File: config.mk
export PLATFORM = sky130hd
export DESIGN_NAME = touch_point_id_tracker_flat
export DESIGN_NICKNAME = d
export VERILOG_FILES = /design/src/design/tpit_pkg.sv /design/src/design/tpit_if.sv /design/src/design/tpit_cell.sv /design/src/design/tpit_dist.sv /design/src/design/touch_point_id_tracker.sv /design/src/flat_wrapper.sv
export SDC_FILE = /design/constraint.sdc
export NUM_CORES = 2
export LEC_CHECK = 0
export BUFFER_PORTS_ARGS = -buffer_cell sky130_fd_sc_hd__buf_2
export CAP_MARGIN = 20
export CORE_ASPECT_RATIO = 0.9
export CORE_MARGIN = 2
export CORE_UTILIZATION = 61
export CTS_BUF_LIST = sky130_fd_sc_hd__clkbuf_4 sky130_fd_sc_hd__clkbuf_8
export DETAILED_ROUTE_END_ITERATION = 12
export GPL_TIMING_DRIVEN = 1
export PLACE_DENSITY = 0.81
export SLEW_MARGIN = 0
export SYNTH_ARGS = -nofsm -noshare
export SYNTH_HDL_FRONTEND = slang
export SYNTH_SLANG_ARGS = --single-unit
File: constraint.sdc
create_clock -name clk -period 67.3 [get_ports clk]
set_clock_uncertainty 0.1 [all_clocks]
set_input_delay 6.73 -clock clk [delete_from_list [all_inputs] [get_ports clk]]
set_output_delay 6.73 -clock clk [all_outputs]
set_load 0.01 [all_outputs]
File: src/design/tpit_pkg.sv
// ----------------------------------------------------------------------------
// Touch point ID tracker package
// Shared widths, register map, item codes, state encoding and the structs
// that travel between the tracker's modules.
// ----------------------------------------------------------------------------
package tpit_pkg;

  localparam int COORD_W  = 16;
  localparam int ID_W     = 16;
  localparam int SQ_W     = 2 * COORD_W;
  localparam int SUM_W    = SQ_W + 1;
  localparam int CUTOFF_W = 34;

  // Configuration port: one 34-bit register at an 8-byte stride.
  localparam int ADDR_W = 4;
  localparam int DATA_W = 64;
  localparam logic REG_CUTOFF = 1'b0;
  localparam logic [CUTOFF_W-1:0] CUTOFF_RESET = 34'd2048000;

  // Item codes on the input channel.
  localparam logic FUNC_POINT = 1'b0;
  localparam logic FUNC_EOF   = 1'b1;

  typedef enum logic [1:0] {
    ST_IDLE,
    ST_SCAN,
    ST_COMMIT
  } state_t;

  // One stored point of the previous frame.
  typedef struct packed {
    logic [COORD_W-1:0] x;
    logic [COORD_W-1:0] y;
    logic [ID_W-1:0]    ident;
    logic               taken;
  } entry_t;

  typedef struct packed {
    logic shift;
    logic handoff;
  } cell_ctrl_t;

  typedef struct packed {
    logic clear;
    logic feed;
  } dist_ctrl_t;

endpackage

File: src/design/tpit_if.sv
// ----------------------------------------------------------------------------
// Touch point ID tracker channels
// Valid/ready channels for touch point items and for tracking results.
// ----------------------------------------------------------------------------
interface tpit_in_if;
  import tpit_pkg::*;

  logic               valid;
  logic               ready;
  logic               func;
  logic [COORD_W-1:0] pos_x;
  logic [COORD_W-1:0] pos_y;

  modport source (output valid, func, pos_x, pos_y, input ready);
  modport sink   (input valid, func, pos_x, pos_y, output ready);
endinterface

interface tpit_out_if;
  import tpit_pkg::*;

  logic            valid;
  logic            ready;
  logic [ID_W-1:0] touch_id;
  logic            is_new;
  logic            dropped;

  modport source (output valid, touch_id, is_new, dropped, input ready);
  modport sink   (input valid, touch_id, is_new, dropped, output ready);
endinterface

File: src/design/tpit_cell.sv
// ----------------------------------------------------------------------------
// Touch point ID tracker cell
// Holds one previous-frame entry, which rotates through the ring, and one
// current-frame entry, which is copied into the previous slot at end of frame.
// ----------------------------------------------------------------------------
module tpit_cell (
  input  logic                         clk,
  input  logic                         rst,
  input  tpit_pkg::cell_ctrl_t         ctrl,
  input  logic                         cur_we,
  input  logic                         take,
  input  logic [tpit_pkg::COORD_W-1:0] wr_x,
  input  logic [tpit_pkg::COORD_W-1:0] wr_y,
  input  logic [tpit_pkg::ID_W-1:0]    wr_ident,
  input  tpit_pkg::entry_t             nbr,
  output tpit_pkg::entry_t             prev
);
  import tpit_pkg::*;

  logic [COORD_W-1:0] cur_x;
  logic [COORD_W-1:0] cur_y;
  logic [ID_W-1:0]    cur_ident;
  logic [COORD_W-1:0] prev_x;
  logic [COORD_W-1:0] prev_y;
  logic [ID_W-1:0]    prev_ident;
  logic               prev_taken;

  always_ff @(posedge clk) begin
    if (cur_we) begin
      cur_x     <= wr_x;
      cur_y     <= wr_y;
      cur_ident <= wr_ident;
    end
  end

  always_ff @(posedge clk) begin
    if (ctrl.handoff) begin
      prev_x     <= cur_x;
      prev_y     <= cur_y;
      prev_ident <= cur_ident;
    end else if (ctrl.shift) begin
      prev_x     <= nbr.x;
      prev_y     <= nbr.y;
      prev_ident <= nbr.ident;
    end
  end

  // The taken mark travels with its entry and is cleared on every new frame.
  always_ff @(posedge clk) begin
    if (rst) begin
      prev_taken <= 1'b0;
    end else if (ctrl.handoff) begin
      prev_taken <= 1'b0;
    end else if (ctrl.shift) begin
      prev_taken <= nbr.taken;
    end else if (take) begin
      prev_taken <= 1'b1;
    end
  end

  assign prev = '{x: prev_x, y: prev_y, ident: prev_ident, taken: prev_taken};

endmodule

File: src/design/tpit_dist.sv
// ----------------------------------------------------------------------------
// Touch point ID tracker distance unit
// Pipelined squared distance of the ring head to the probe point, followed by
// a running minimum that keeps the earliest of equal distances.
// ----------------------------------------------------------------------------
module tpit_dist #(
  parameter int IDX_W = 4
) (
  input  logic                          clk,
  input  logic                          rst,
  input  tpit_pkg::dist_ctrl_t          ctrl,
  input  logic [IDX_W-1:0]              idx,
  input  tpit_pkg::entry_t              head,
  input  logic [tpit_pkg::COORD_W-1:0]  probe_x,
  input  logic [tpit_pkg::COORD_W-1:0]  probe_y,
  input  logic [tpit_pkg::CUTOFF_W-1:0] cutoff,
  output logic                          found,
  output logic [IDX_W-1:0]              best_idx,
  output logic [tpit_pkg::ID_W-1:0]     best_ident
);
  import tpit_pkg::*;

  logic               a_vld;
  logic [COORD_W-1:0] a_dx;
  logic [COORD_W-1:0] a_dy;
  logic [IDX_W-1:0]   a_idx;
  logic [ID_W-1:0]    a_ident;
  logic               b_vld;
  logic [SQ_W-1:0]    b_sqx;
  logic [SQ_W-1:0]    b_sqy;
  logic [IDX_W-1:0]   b_idx;
  logic [ID_W-1:0]    b_ident;
  logic               c_vld;
  logic [SUM_W-1:0]   c_sum;
  logic [IDX_W-1:0]   c_idx;
  logic [ID_W-1:0]    c_ident;
  logic [SUM_W-1:0]   best_d;
  logic               hit;

  always_ff @(posedge clk) begin
    if (rst || ctrl.clear) begin
      a_vld <= 1'b0;
      b_vld <= 1'b0;
      c_vld <= 1'b0;
    end else begin
      a_vld <= ctrl.feed;
      b_vld <= a_vld;
      c_vld <= b_vld;
    end
  end

  always_ff @(posedge clk) begin
    a_dx    <= (probe_x >= head.x) ? probe_x - head.x : head.x - probe_x;
    a_dy    <= (probe_y >= head.y) ? probe_y - head.y : head.y - probe_y;
    a_idx   <= idx;
    a_ident <= head.ident;
    b_sqx   <= a_dx * a_dx;
    b_sqy   <= a_dy * a_dy;
    b_idx   <= a_idx;
    b_ident <= a_ident;
    c_sum   <= SUM_W'(b_sqx) + SUM_W'(b_sqy);
    c_idx   <= b_idx;
    c_ident <= b_ident;
  end

  // Strict compares keep the first entry among equal distances.
  assign hit = c_vld && (CUTOFF_W'(c_sum) < cutoff) && (!found || c_sum < best_d);

  always_ff @(posedge clk) begin
    if (rst || ctrl.clear) begin
      found <= 1'b0;
    end else if (hit) begin
      found <= 1'b1;
    end
  end

  always_ff @(posedge clk) begin
    if (hit) begin
      best_d     <= c_sum;
      best_idx   <= c_idx;
      best_ident <= c_ident;
    end
  end

`ifndef SYNTH
  a_pipe_order: assert property (@(posedge clk) disable iff (rst)
    c_vld |-> $past(b_vld))
    else $error("distance stage C valid without stage B the cycle before");
  a_found_bound: assert property (@(posedge clk) disable iff (rst)
    hit |=> found && best_d == $past(c_sum))
    else $error("running minimum not updated on a hit");
  a_clear: assert property (@(posedge clk) disable iff (rst)
    ctrl.clear |=> !found && !a_vld && !b_vld && !c_vld)
    else $error("distance unit not cleared at start of a point");
`endif

endmodule

File: src/design/touch_point_id_tracker.sv
// ----------------------------------------------------------------------------
// Touch point ID tracker
// Greedy nearest-neighbor ID assignment of touch points across frames.
// ----------------------------------------------------------------------------
// Touch points of a frame arrive one per transfer on in_ch, and each yields
// one result transfer on out_ch with its ID: either the ID of the closest
// previous-frame point not yet taken this frame whose squared distance (in
// 1/256 pixel squared) is strictly below cutoff_sq, the earliest one on a tie,
// or a fresh ID from a 16-bit wrapping counter (the first fresh ID after reset
// is 1). An end-of-frame transfer (func = 1) makes the current list the
// previous list in the cycle it is taken and gives no result. Points beyond
// MAX_POINTS in a frame still get IDs but are flagged dropped and not kept.
// A touch point occupies the block from its transfer until its result is
// committed, and no new item is taken in that time; an end-of-frame item
// is taken in the idle state and does not leave it. While a point is
// processed, the previous-frame entries rotate one position per cycle
// through a ring of cells past a single distance unit with three pipeline
// stages A, B and C, and the result is then committed. A finished result
// sits in an output register, so the next item is taken while it waits.
// cutoff_sq is at byte addresses 0-7 of the APB port (64-bit data); writes to
// other addresses are ignored, and it should be written only while idle.
// ----------------------------------------------------------------------------
module touch_point_id_tracker #(
  parameter int MAX_POINTS = 16
) (
  input  logic                        clk,
  input  logic                        rst,
  tpit_in_if.sink                     in_ch,
  tpit_out_if.source                  out_ch,
  input  logic                        psel,
  input  logic                        penable,
  input  logic                        pwrite,
  input  logic [tpit_pkg::ADDR_W-1:0] paddr,
  input  logic [tpit_pkg::DATA_W-1:0] pwdata,
  output logic [tpit_pkg::DATA_W-1:0] prdata,
  output logic                        pready
);
  import tpit_pkg::*;

  localparam int IDX_W  = (MAX_POINTS > 1) ? $clog2(MAX_POINTS) : 1;
  localparam int CNT_W  = $clog2(MAX_POINTS + 1);
  localparam int STEP_W = $clog2(MAX_POINTS + 3);
  // The last entry leaves the ring at step MAX_POINTS - 1 and reaches the
  // running minimum through the distance registers A, B and C.
  localparam logic [STEP_W-1:0] LAST_STEP  = STEP_W'(MAX_POINTS + 2);
  localparam logic [STEP_W-1:0] SCAN_STEPS = STEP_W'(MAX_POINTS);

  state_t              state;
  state_t              state_next;
  logic [STEP_W-1:0]   step;
  logic [STEP_W-1:0]   step_next;
  logic [COORD_W-1:0]  probe_x;
  logic [COORD_W-1:0]  probe_y;
  logic [CNT_W-1:0]    cur_count;
  logic [CNT_W-1:0]    prev_count;
  logic [ID_W-1:0]     id_counter;
  logic [CUTOFF_W-1:0] cutoff_sq;

  logic                out_valid;
  logic [ID_W-1:0]     out_touch_id;
  logic                out_is_new;
  logic                out_dropped;

  logic                in_fire;
  logic                eof;
  logic                shift;
  logic                commit;
  logic                keep;
  logic                cfg_write;
  logic [ID_W-1:0]     fresh_id;
  logic [ID_W-1:0]     commit_ident;

  logic                found;
  logic [IDX_W-1:0]    best_idx;
  logic [ID_W-1:0]     best_ident;

  cell_ctrl_t          cell_ctrl;
  dist_ctrl_t          dist_ctrl;
  entry_t              ring [MAX_POINTS];
  logic [MAX_POINTS-1:0] cur_we;
  logic [MAX_POINTS-1:0] take;

  // Handshake and end-of-frame handoff.
  assign in_ch.ready = (state == ST_IDLE);
  assign in_fire     = in_ch.valid && in_ch.ready;
  assign eof         = in_fire && (in_ch.func == FUNC_EOF);

  // Sequencer: accept, rotate the ring through the distance unit, commit.
  always_comb begin
    state_next = state;
    step_next  = step;
    shift      = 1'b0;
    commit     = 1'b0;
    case (state)
      ST_IDLE: begin
        step_next = '0;
        if (in_fire && in_ch.func == FUNC_POINT) begin
          state_next = ST_SCAN;
        end
      end
      ST_SCAN: begin
        shift     = (step < SCAN_STEPS);
        step_next = step + 1'b1;
        if (step == LAST_STEP) begin
          state_next = ST_COMMIT;
        end
      end
      ST_COMMIT: begin
        // Wait here only while an older result has not been transferred.
        if (!out_valid || out_ch.ready) begin
          commit     = 1'b1;
          state_next = ST_IDLE;
        end
      end
      default: begin
        state_next = ST_IDLE;
      end
    endcase
  end

  always_ff @(posedge clk) begin
    if (rst) begin
      state <= ST_IDLE;
      step  <= '0;
    end else begin
      state <= state_next;
      step  <= step_next;
    end
  end

  always_ff @(posedge clk) begin
    if (in_fire) begin
      probe_x <= in_ch.pos_x;
      probe_y <= in_ch.pos_y;
    end
  end

  // The ring head is entry number step while the ring rotates; entries past
  // the previous count or already taken are not offered to the distance unit.
  assign cell_ctrl.shift   = shift;
  assign cell_ctrl.handoff = eof;
  assign dist_ctrl.clear   = in_fire && (in_ch.func == FUNC_POINT);
  assign dist_ctrl.feed    = shift && (step < STEP_W'(prev_count)) && !ring[0].taken;

  assign keep         = (cur_count < CNT_W'(MAX_POINTS));
  assign fresh_id     = id_counter + 1'b1;
  assign commit_ident = found ? best_ident : fresh_id;

  always_ff @(posedge clk) begin
    if (rst) begin
      cur_count  <= '0;
      prev_count <= '0;
      id_counter <= '0;
    end else if (eof) begin
      prev_count <= cur_count;
      cur_count  <= '0;
    end else if (commit) begin
      if (!found) begin
        id_counter <= fresh_id;
      end
      if (keep) begin
        cur_count <= cur_count + 1'b1;
      end
    end
  end

  // Result register.
  always_ff @(posedge clk) begin
    if (rst) begin
      out_valid <= 1'b0;
    end else if (commit) begin
      out_valid <= 1'b1;
    end else if (out_ch.ready) begin
      out_valid <= 1'b0;
    end
  end

  always_ff @(posedge clk) begin
    if (commit) begin
      out_touch_id <= commit_ident;
      out_is_new   <= !found;
      out_dropped  <= !keep;
    end
  end

  assign out_ch.valid    = out_valid;
  assign out_ch.touch_id = out_touch_id;
  assign out_ch.is_new   = out_is_new;
  assign out_ch.dropped  = out_dropped;

  // Ring of cells: each takes its upper neighbor's entry, the last wraps to
  // the head, so after MAX_POINTS shifts every entry is home again.
  for (genvar i = 0; i < MAX_POINTS; i++) begin : g_cell
    assign cur_we[i] = commit && keep && (cur_count == CNT_W'(i));
    assign take[i]   = commit && found && (best_idx == IDX_W'(i));

    tpit_cell u_cell (
      .clk      (clk),
      .rst      (rst),
      .ctrl     (cell_ctrl),
      .cur_we   (cur_we[i]),
      .take     (take[i]),
      .wr_x     (probe_x),
      .wr_y     (probe_y),
      .wr_ident (commit_ident),
      .nbr      (ring[(i + 1) % MAX_POINTS]),
      .prev     (ring[i])
    );
  end

  tpit_dist #(
    .IDX_W (IDX_W)
  ) u_dist (
    .clk        (clk),
    .rst        (rst),
    .ctrl       (dist_ctrl),
    .idx        (step[IDX_W-1:0]),
    .head       (ring[0]),
    .probe_x    (probe_x),
    .probe_y    (probe_y),
    .cutoff     (cutoff_sq),
    .found      (found),
    .best_idx   (best_idx),
    .best_ident (best_ident)
  );

  // Configuration register; the register index is the address bit above the
  // 8-byte register slot.
  assign pready    = 1'b1;
  assign cfg_write = psel && penable && pwrite;

  always_ff @(posedge clk) begin
    if (rst) begin
      cutoff_sq <= CUTOFF_RESET;
    end else if (cfg_write) begin
      case (paddr[ADDR_W-1])
        REG_CUTOFF: cutoff_sq <= pwdata[CUTOFF_W-1:0];
        default: ;
      endcase
    end
  end

  always_comb begin
    case (paddr[ADDR_W-1])
      REG_CUTOFF: prdata = DATA_W'(cutoff_sq);
      default:    prdata = '0;
    endcase
  end

`ifndef SYNTH
  a_step_bound: assert property (@(posedge clk) disable iff (rst)
    state == ST_SCAN |-> step <= LAST_STEP)
    else $error("scan step counter ran past the last step");
  a_cur_bound: assert property (@(posedge clk) disable iff (rst)
    cur_count <= CNT_W'(MAX_POINTS) && prev_count <= CNT_W'(MAX_POINTS))
    else $error("point count exceeds the list capacity");
  a_fresh_id: assert property (@(posedge clk) disable iff (rst)
    commit && !found |=> id_counter == $past(id_counter) + 16'd1)
    else $error("fresh ID not taken from the advanced counter");
  a_handoff: assert property (@(posedge clk) disable iff (rst)
    eof |=> cur_count == '0 && prev_count == $past(cur_count))
    else $error("end of frame did not hand the current list over");
`endif

endmodule
File: src/flat_wrapper.sv
// flat-port wrapper written by rule: the top's interface ports become plain ports
module touch_point_id_tracker_flat import tpit_pkg::*;
#(
  parameter int MAX_POINTS = 16
)
  (clk, rst, psel, penable, pwrite, paddr, pwdata, prdata, pready, in_ch_valid, in_ch_func, in_ch_pos_x, in_ch_pos_y, in_ch_ready, out_ch_valid, out_ch_touch_id, out_ch_is_new, out_ch_dropped, out_ch_ready);
  tpit_in_if in_ch_i ();
  tpit_out_if out_ch_i ();
  input  logic clk;
  input  logic rst;
  input  logic psel;
  input  logic penable;
  input  logic pwrite;
  input  logic [tpit_pkg::ADDR_W-1:0] paddr;
  input  logic [tpit_pkg::DATA_W-1:0] pwdata;
  output logic [tpit_pkg::DATA_W-1:0] prdata;
  output logic pready;
  input wire logic [$bits(in_ch_i.valid)-1:0] in_ch_valid;
  input wire logic [$bits(in_ch_i.func)-1:0] in_ch_func;
  input wire logic [$bits(in_ch_i.pos_x)-1:0] in_ch_pos_x;
  input wire logic [$bits(in_ch_i.pos_y)-1:0] in_ch_pos_y;
  output wire logic [$bits(in_ch_i.ready)-1:0] in_ch_ready;
  output wire logic [$bits(out_ch_i.valid)-1:0] out_ch_valid;
  output wire logic [$bits(out_ch_i.touch_id)-1:0] out_ch_touch_id;
  output wire logic [$bits(out_ch_i.is_new)-1:0] out_ch_is_new;
  output wire logic [$bits(out_ch_i.dropped)-1:0] out_ch_dropped;
  input wire logic [$bits(out_ch_i.ready)-1:0] out_ch_ready;
  assign in_ch_i.valid = in_ch_valid;
  assign in_ch_i.func = in_ch_func;
  assign in_ch_i.pos_x = in_ch_pos_x;
  assign in_ch_i.pos_y = in_ch_pos_y;
  assign in_ch_ready = in_ch_i.ready;
  assign out_ch_valid = out_ch_i.valid;
  assign out_ch_touch_id = out_ch_i.touch_id;
  assign out_ch_is_new = out_ch_i.is_new;
  assign out_ch_dropped = out_ch_i.dropped;
  assign out_ch_i.ready = out_ch_ready;
  touch_point_id_tracker #(.MAX_POINTS(MAX_POINTS)) u_core (.clk(clk), .rst(rst), .in_ch(in_ch_i), .out_ch(out_ch_i), .psel(psel), .penable(penable), .pwrite(pwrite), .paddr(paddr), .pwdata(pwdata), .prdata(prdata), .pready(pready));
endmodule
* Word-level counts from Yosys, hierarchy flattened
Cells that the tools add are included.
** Word-level totals
- Input port bits :: 108
- Logic and storage cells :: 418
- Flip-flop bits (word level) :: 1916
- Output and inout bits :: 85
** Cells by class
- Bitwise logic cells :: 4
- Reduce and logical (&&, ||, !) cells :: 77
- Equality and inequality tests :: 36
- Multiply operators :: 2
- Add/subtract/negate cells :: 8
- Mux-type cells :: 142
- Order comparisons :: 7
** Operator list (count)
- 16-bit 2-to-1 mux :: 99
- 16-bit by 16-bit multiplier with 32-bit output :: 2
- 16-bit subtractor :: 4
- 1-bit logical AND :: 43
- 5-bit by 4-bit equality test with 1-bit output, second input constant :: 8
- 2-bit nonzero test :: 19
- 1-bit 2-to-1 mux :: 37
- 33-bit by 34-bit less-than comparator with 1-bit output :: 1
- 34-bit 2-to-1 mux :: 1
- 32-bit by 32-bit adder with 33-bit output :: 1
- 33-bit less-than comparator :: 1
- 4-bit equality test, second input constant :: 8
- 16-bit >= comparator :: 2
- 5-bit by 3-bit equality test with 1-bit output, second input constant :: 4
- 16-bit by 1-bit adder with 16-bit output, second input constant :: 1
- 4-bit by 3-bit equality test with 1-bit output, second input constant :: 4
- 5-bit by 1-bit adder with 5-bit output, second input constant :: 2
- 5-bit by 2-bit equality test with 1-bit output, second input constant :: 2
- 5-bit less-than comparator, second input constant :: 2
- 5-bit one-hot mux with 2 select lines :: 1
- 4-bit by 2-bit equality test with 1-bit output, second input constant :: 2
- 2-bit 2-to-1 mux :: 3
- 2-bit one-hot mux with 3 select lines :: 1
- 3-bit AND reduction :: 2
- 16 further kinds :: 26

* Logic depth before layout (Yosys ltp)
- Depth in word-level cells :: 8
- Gate-level depth with buffers :: 24
- Mapped depth without buffers :: 23

* Cells and area by module
A second synthesis with hierarchy kept.
** Unflattened totals
- Cells, all modules :: 5886
- Area total of the unflattened synthesis :: 91963.2 sq um
** By module, submodules not included
- tpit_cell :: sequential area each 2902.8 sq um, instances 16, area an instance 3772.4 sq um, cells an instance 156
- tpit_dist :: sequential area each 5415.2 sq um, instances 1, area an instance 26223.9 sq um, cells an instance 2823
- touch_point_id_tracker :: sequential area each 2862.7 sq um, instances 1, area an instance 5381.4 sq um, cells an instance 567

* Least setup slack after synthesis
Ideal clock, no wire load.
- Kind :: input -> register
- Start :: in in_ch_valid
- End :: reg u_core.g_cell[0].u_cell.prev_ident[0] (enable)
- Stages :: 6
- Required time :: 61.883 ns
- Slack :: 41.139 ns
- Arrival time :: 20.744 ns
- Buffers on the path :: 3
- Library setup time :: 5.317 ns
- Cells stage by stage :: and2_1 > nand2_1 > clkbuf_1 > clkbuf_1 > clkbuf_1 > nand2_1
** Between the ends
- Word-level cells in the longest chain between the ends :: 3
** RTL lines
- start, declared :: RTL line flat_wrapper.sv:18 : input wire logic [$bits(in_ch_i.valid)-1:0] in_ch_valid;
- 1-bit logical AND :: RTL line touch_point_id_tracker.sv:85 : assign in_fire = in_ch.valid && in_ch.ready;
- 1-bit logical AND :: RTL line touch_point_id_tracker.sv:86 : assign eof = in_fire && (in_ch.func == FUNC_EOF);
- 2-bit nonzero test (no line)
- end signal, assigned :: RTL line tpit_cell.sv:40 : prev_ident <= cur_ident;
- end signal, assigned :: RTL line tpit_cell.sv:44 : prev_ident <= nbr.ident;
- end, declared :: RTL line tpit_cell.sv:25 : logic [ID_W-1:0] prev_ident;
Every way passes these cells.
A chain may end at the register's enable or synchronous reset.

* Final worst setup path
- Start :: in paddr[3] (netlist bit)
- End :: out prdata[12] (netlist bit)
** Between the ends
- Word-level cells in the longest chain between the ends :: 1
** RTL lines
- start, declared :: RTL line flat_wrapper.sv:14 : input logic [tpit_pkg::ADDR_W-1:0] paddr;
- 34-bit 2-to-1 mux :: RTL line touch_point_id_tracker.sv:244 : case (paddr[ADDR_W-1])
- end, declared :: RTL line flat_wrapper.sv:16 : output logic [tpit_pkg::DATA_W-1:0] prdata;
Every way passes these cells.

==> run_results.csv <==
group,metric,value,unit
critical_path,crit_end,"prdata[12]",
sta,period_minus_slack,14.29,ns
critical_path,crit_path_end_kind,"output port",
critical_path,worst-path-max-fanout,36,
synth,synth_top_family_by_area,"simple AND/OR/NAND/NOR gates",
synth,synth_fa_ha_area_share,12.85,%
placement,place_congestion,0.9079,
layout,nNetsFinal,8444,
critical_path,start_kind,"input port",
detailed_routing,via_count,54000,
critical_path,reg2reg_depth,21,
status,status,"finished clean",
layout,nFillCells,9641,
layout,stdcell_count,9715,
sta,slew_violations,0,
synth,yosysSeqAreaShare,62.73,%
grt,grt_pass1_wl,292100,um
grt,first_global_vias,54560,
cts,cts_tree,"built",
layout,drive_above_1_share,9.197,%
floorplanning,initial_core_util,61.53,%
synth,ys_ff_latch,1914,
placement,place_hpwl,111900,um
synth,synthCells,7397,
detailed_routing,post_drt_via_cell_ratio,5.558,
cts,cts_hold_buf,0,
layout,fin_util,67.43,%
grt,antenna_found_initial,7,
synth,synth_edf_count,1639,
critical_path,crit_arrival,7.46,ns
sta,grt_setup_unrepaired,"no",
layout,area_growth,9.602,%
cts,h-tree-depth,5,
cts,clk_pin_slew,0.06,ns
synth,ys_types,73,
cts,cts_root_buf,"clkbuf_8",
layout,seqCellArea,54720,um2
synth,synth_area,87230,um2
synth,syn_area_per_cell,11.79,um2
detailed_routing,drc,0,
placement,dp.cells,9191,
sta,finalSetupTns,0,ns
sta,tightest_slew,1.158,ns
critical_path,cp-startpoint,"paddr[3]",
sta,clock.fmax,69.99,MHz
detailed_routing,route.detailed.wl_per_inst,19.20,um
floorplanning,pin_count,193,
cts,cts_resized,0,
cts,cts.sink_count,1914,
grt,grt_util_all_layers,25.63,%
floorplanning,row_count,131,
synth,synth_xor_area_share,1.506,%
floorplanning,die_h,362.8,um
detailed_routing,final_antenna_net_count,0,
synth,yosys_warnings,0,
sta,hold_violations,0,
grt,grt_max_degree,208,
cts,clockBufferDepth,4,
detailed_routing,drt-total-wl,186600,um
synth,synth_compound_area_share,4.064,%
layout,multi_input_area,28940,um2
placement,portBuffers,128,
floorplanning,die_x,402.6,um
sta,fin_crit_sh,21.23,%
sta,relSlewSlack,22.78,%
job,cap_violations,0,
synth,synthMuxAreaShare,0.3313,%
synth,synth-simple-area-share,14.22,%
floorplanning,core_area,141800,um2
synth,async_flop_share,0,%
grt,gr-total-overflow,0,
critical_path,rr_startpoint,"u_core.u_dist.a_dy[4]$_DFF_P_",
critical_path,critPathKind,"input port to output port",
critical_path,r2r-end,"u_core.u_dist.b_sqy[24]$_DFF_P_",
synth,synth_ff_type,"edfxtp_1",
critical_path,required,60.47,ns
layout,layout_common_cells,"2535 x nand2_1, 1639 x edfxtp_1, 660 x inv_1, 371 x ha_1, 328 x fa_1",
cts,post_cts.repair.setup_buffers,0,
layout,mostFrequentLayoutCell,"nand2_1",
cts,cts_made_buffers,302,
critical_path,r2r_slack,60.25,ns
sta,setup_violations,0,
detailed_routing,drtPass1Iterations,7,
detailed_routing,drt_iter0_markers,5742,
floorplanning,dieArea,146000,um2
cts,clkLatencyLatePin,0.98,ns
hold_path,holdCritPathClass,"flip-flop to flip-flop",
[per-stage QoR]
stage	hold WS (ns)	worst slack (ns)	area, um2
floorplan	0.2096	41.14	87340
global placement	0.2102	53.07	89690
detailed placement	0.2121	53.03	89730
CTS	0.1891	53.03	95570
global route	0.2030	52.93	95600
finish	0.1849	53.01	95610
[metal layers]
metal / vias up / share of wire (%) / routed length, um / track usage, %
li1: 24970 / - / - / -
met1: 26390 / 42 / 78430 / 36.04
met2: 2225 / 46 / 86730 / 40.57
met3: 421 / 8.2 / 15360 / 4.413
met4: 0 / 3.2 / 6046 / 9.450
met5: - / 0 / 0 / 0
[worst min path at each step]
stage | start | end | slack (ns) | cells after the start
after detailed placement | u_core.u_dist.b_ident[3]$_DFF_P_ | u_core.u_dist.c_ident[3]$_DFF_P_ | 0.21 | 0
final | u_core.u_dist.b_ident[3]$_DFF_P_ | u_core.u_dist.c_ident[3]$_DFF_P_ | 0.18 | 0
after global placement | u_core.u_dist.b_ident[3]$_DFF_P_ | u_core.u_dist.c_ident[3]$_DFF_P_ | 0.21 | 0
after floorplan | u_core.u_dist.a_ident[0]$_DFF_P_ | u_core.u_dist.b_ident[0]$_DFF_P_ | 0.21 | 0
after global routing | u_core.u_dist.a_ident[14]$_DFF_P_ | u_core.u_dist.b_ident[14]$_DFF_P_ | 0.20 | 0
after CTS | u_core.u_dist.b_ident[3]$_DFF_P_ | u_core.u_dist.c_ident[3]$_DFF_P_ | 0.19 | 0
[flip-flops by register name, summed over array words and instances (netlist names), 31 cells and up]
signal / cells
u_core.cutoff_sq: 34
u_core.g_cell.u_cell.cur_ident: 256
u_core.g_cell.u_cell.cur_x: 256
u_core.g_cell.u_cell.cur_y: 256
u_core.g_cell.u_cell.prev_ident: 256
u_core.g_cell.u_cell.prev_x: 256
u_core.g_cell.u_cell.prev_y: 256
u_core.u_dist.b_sqx: 31
u_core.u_dist.b_sqy: 31
u_core.u_dist.best_d: 33
u_core.u_dist.c_sum: 33
[final cells by class]
cell class	count	share of cell area, %
Clock inverter	94	0.6622
Timing Repair Buffer	208	1.353
Sequential cell	1914	57.24
Inverter	660	2.591
Multi-Input combinational cell	4551	30.27
Clock buffer	423	5.442
Tap cell	1862	2.437
Antenna cell	3	0.007852
[critical path, cell delays in order]
cell and delay, ns:
buf_2 0.46, nor2_1 0.10, buf_2 0.17
[cell families (layout without fill, tap and decap cells)]
kind of cell / after synthesis / in the layout
buf+inv: 961 / 1385
other cells: 2 / 34
mux: 28 / 28
compound gates: 560 / 560
xor+xnor: 150 / 150
fa+ha+maj: 699 / 699
simple gates: 3083 / 3083
flops: 1914 / 1914
[synthesized netlist by cell type, drive strengths merged (4+ instances only)]
library cell	number	area (um2)
dfxtp	275	5505
nand4	22	137.6
a31o	7	61.31
nand3b	5	37.54
clkbuf	251	942.2
nand2b	26	162.7
and3	27	168.9
a21boi	5	37.54
nand4b	4	35.03
o211ai	15	112.6
edfxtp	1639	49220
a21oi	160	808.3
mux2i	21	210.2
mux2	7	78.83
and4	7	61.31
and2	98	613.1
inv	660	2477
fa	328	6566
buf	50	322.8
o21a	10	75.07
a31oi	14	87.58
nand2	2537	9523
or2	11	68.82
a211o	10	87.58
nor2	198	743.2
a21o	102	765.7
a221oi	12	105.1
a211oi	19	142.6
nor3	44	220.2
o2111ai	8	70.07
xor2	56	490.5
or3	7	43.79
xnor2	94	823.3
o21ai	142	710.7
ha	371	4642
nor2b	43	269.0
nand3	39	195.2
o21bai	14	105.1
o31a	7	61.31
Power is left out: the tool's default activity adds up to more than one toggle a clock period on the data nets, which glitch-free logic cannot reach.
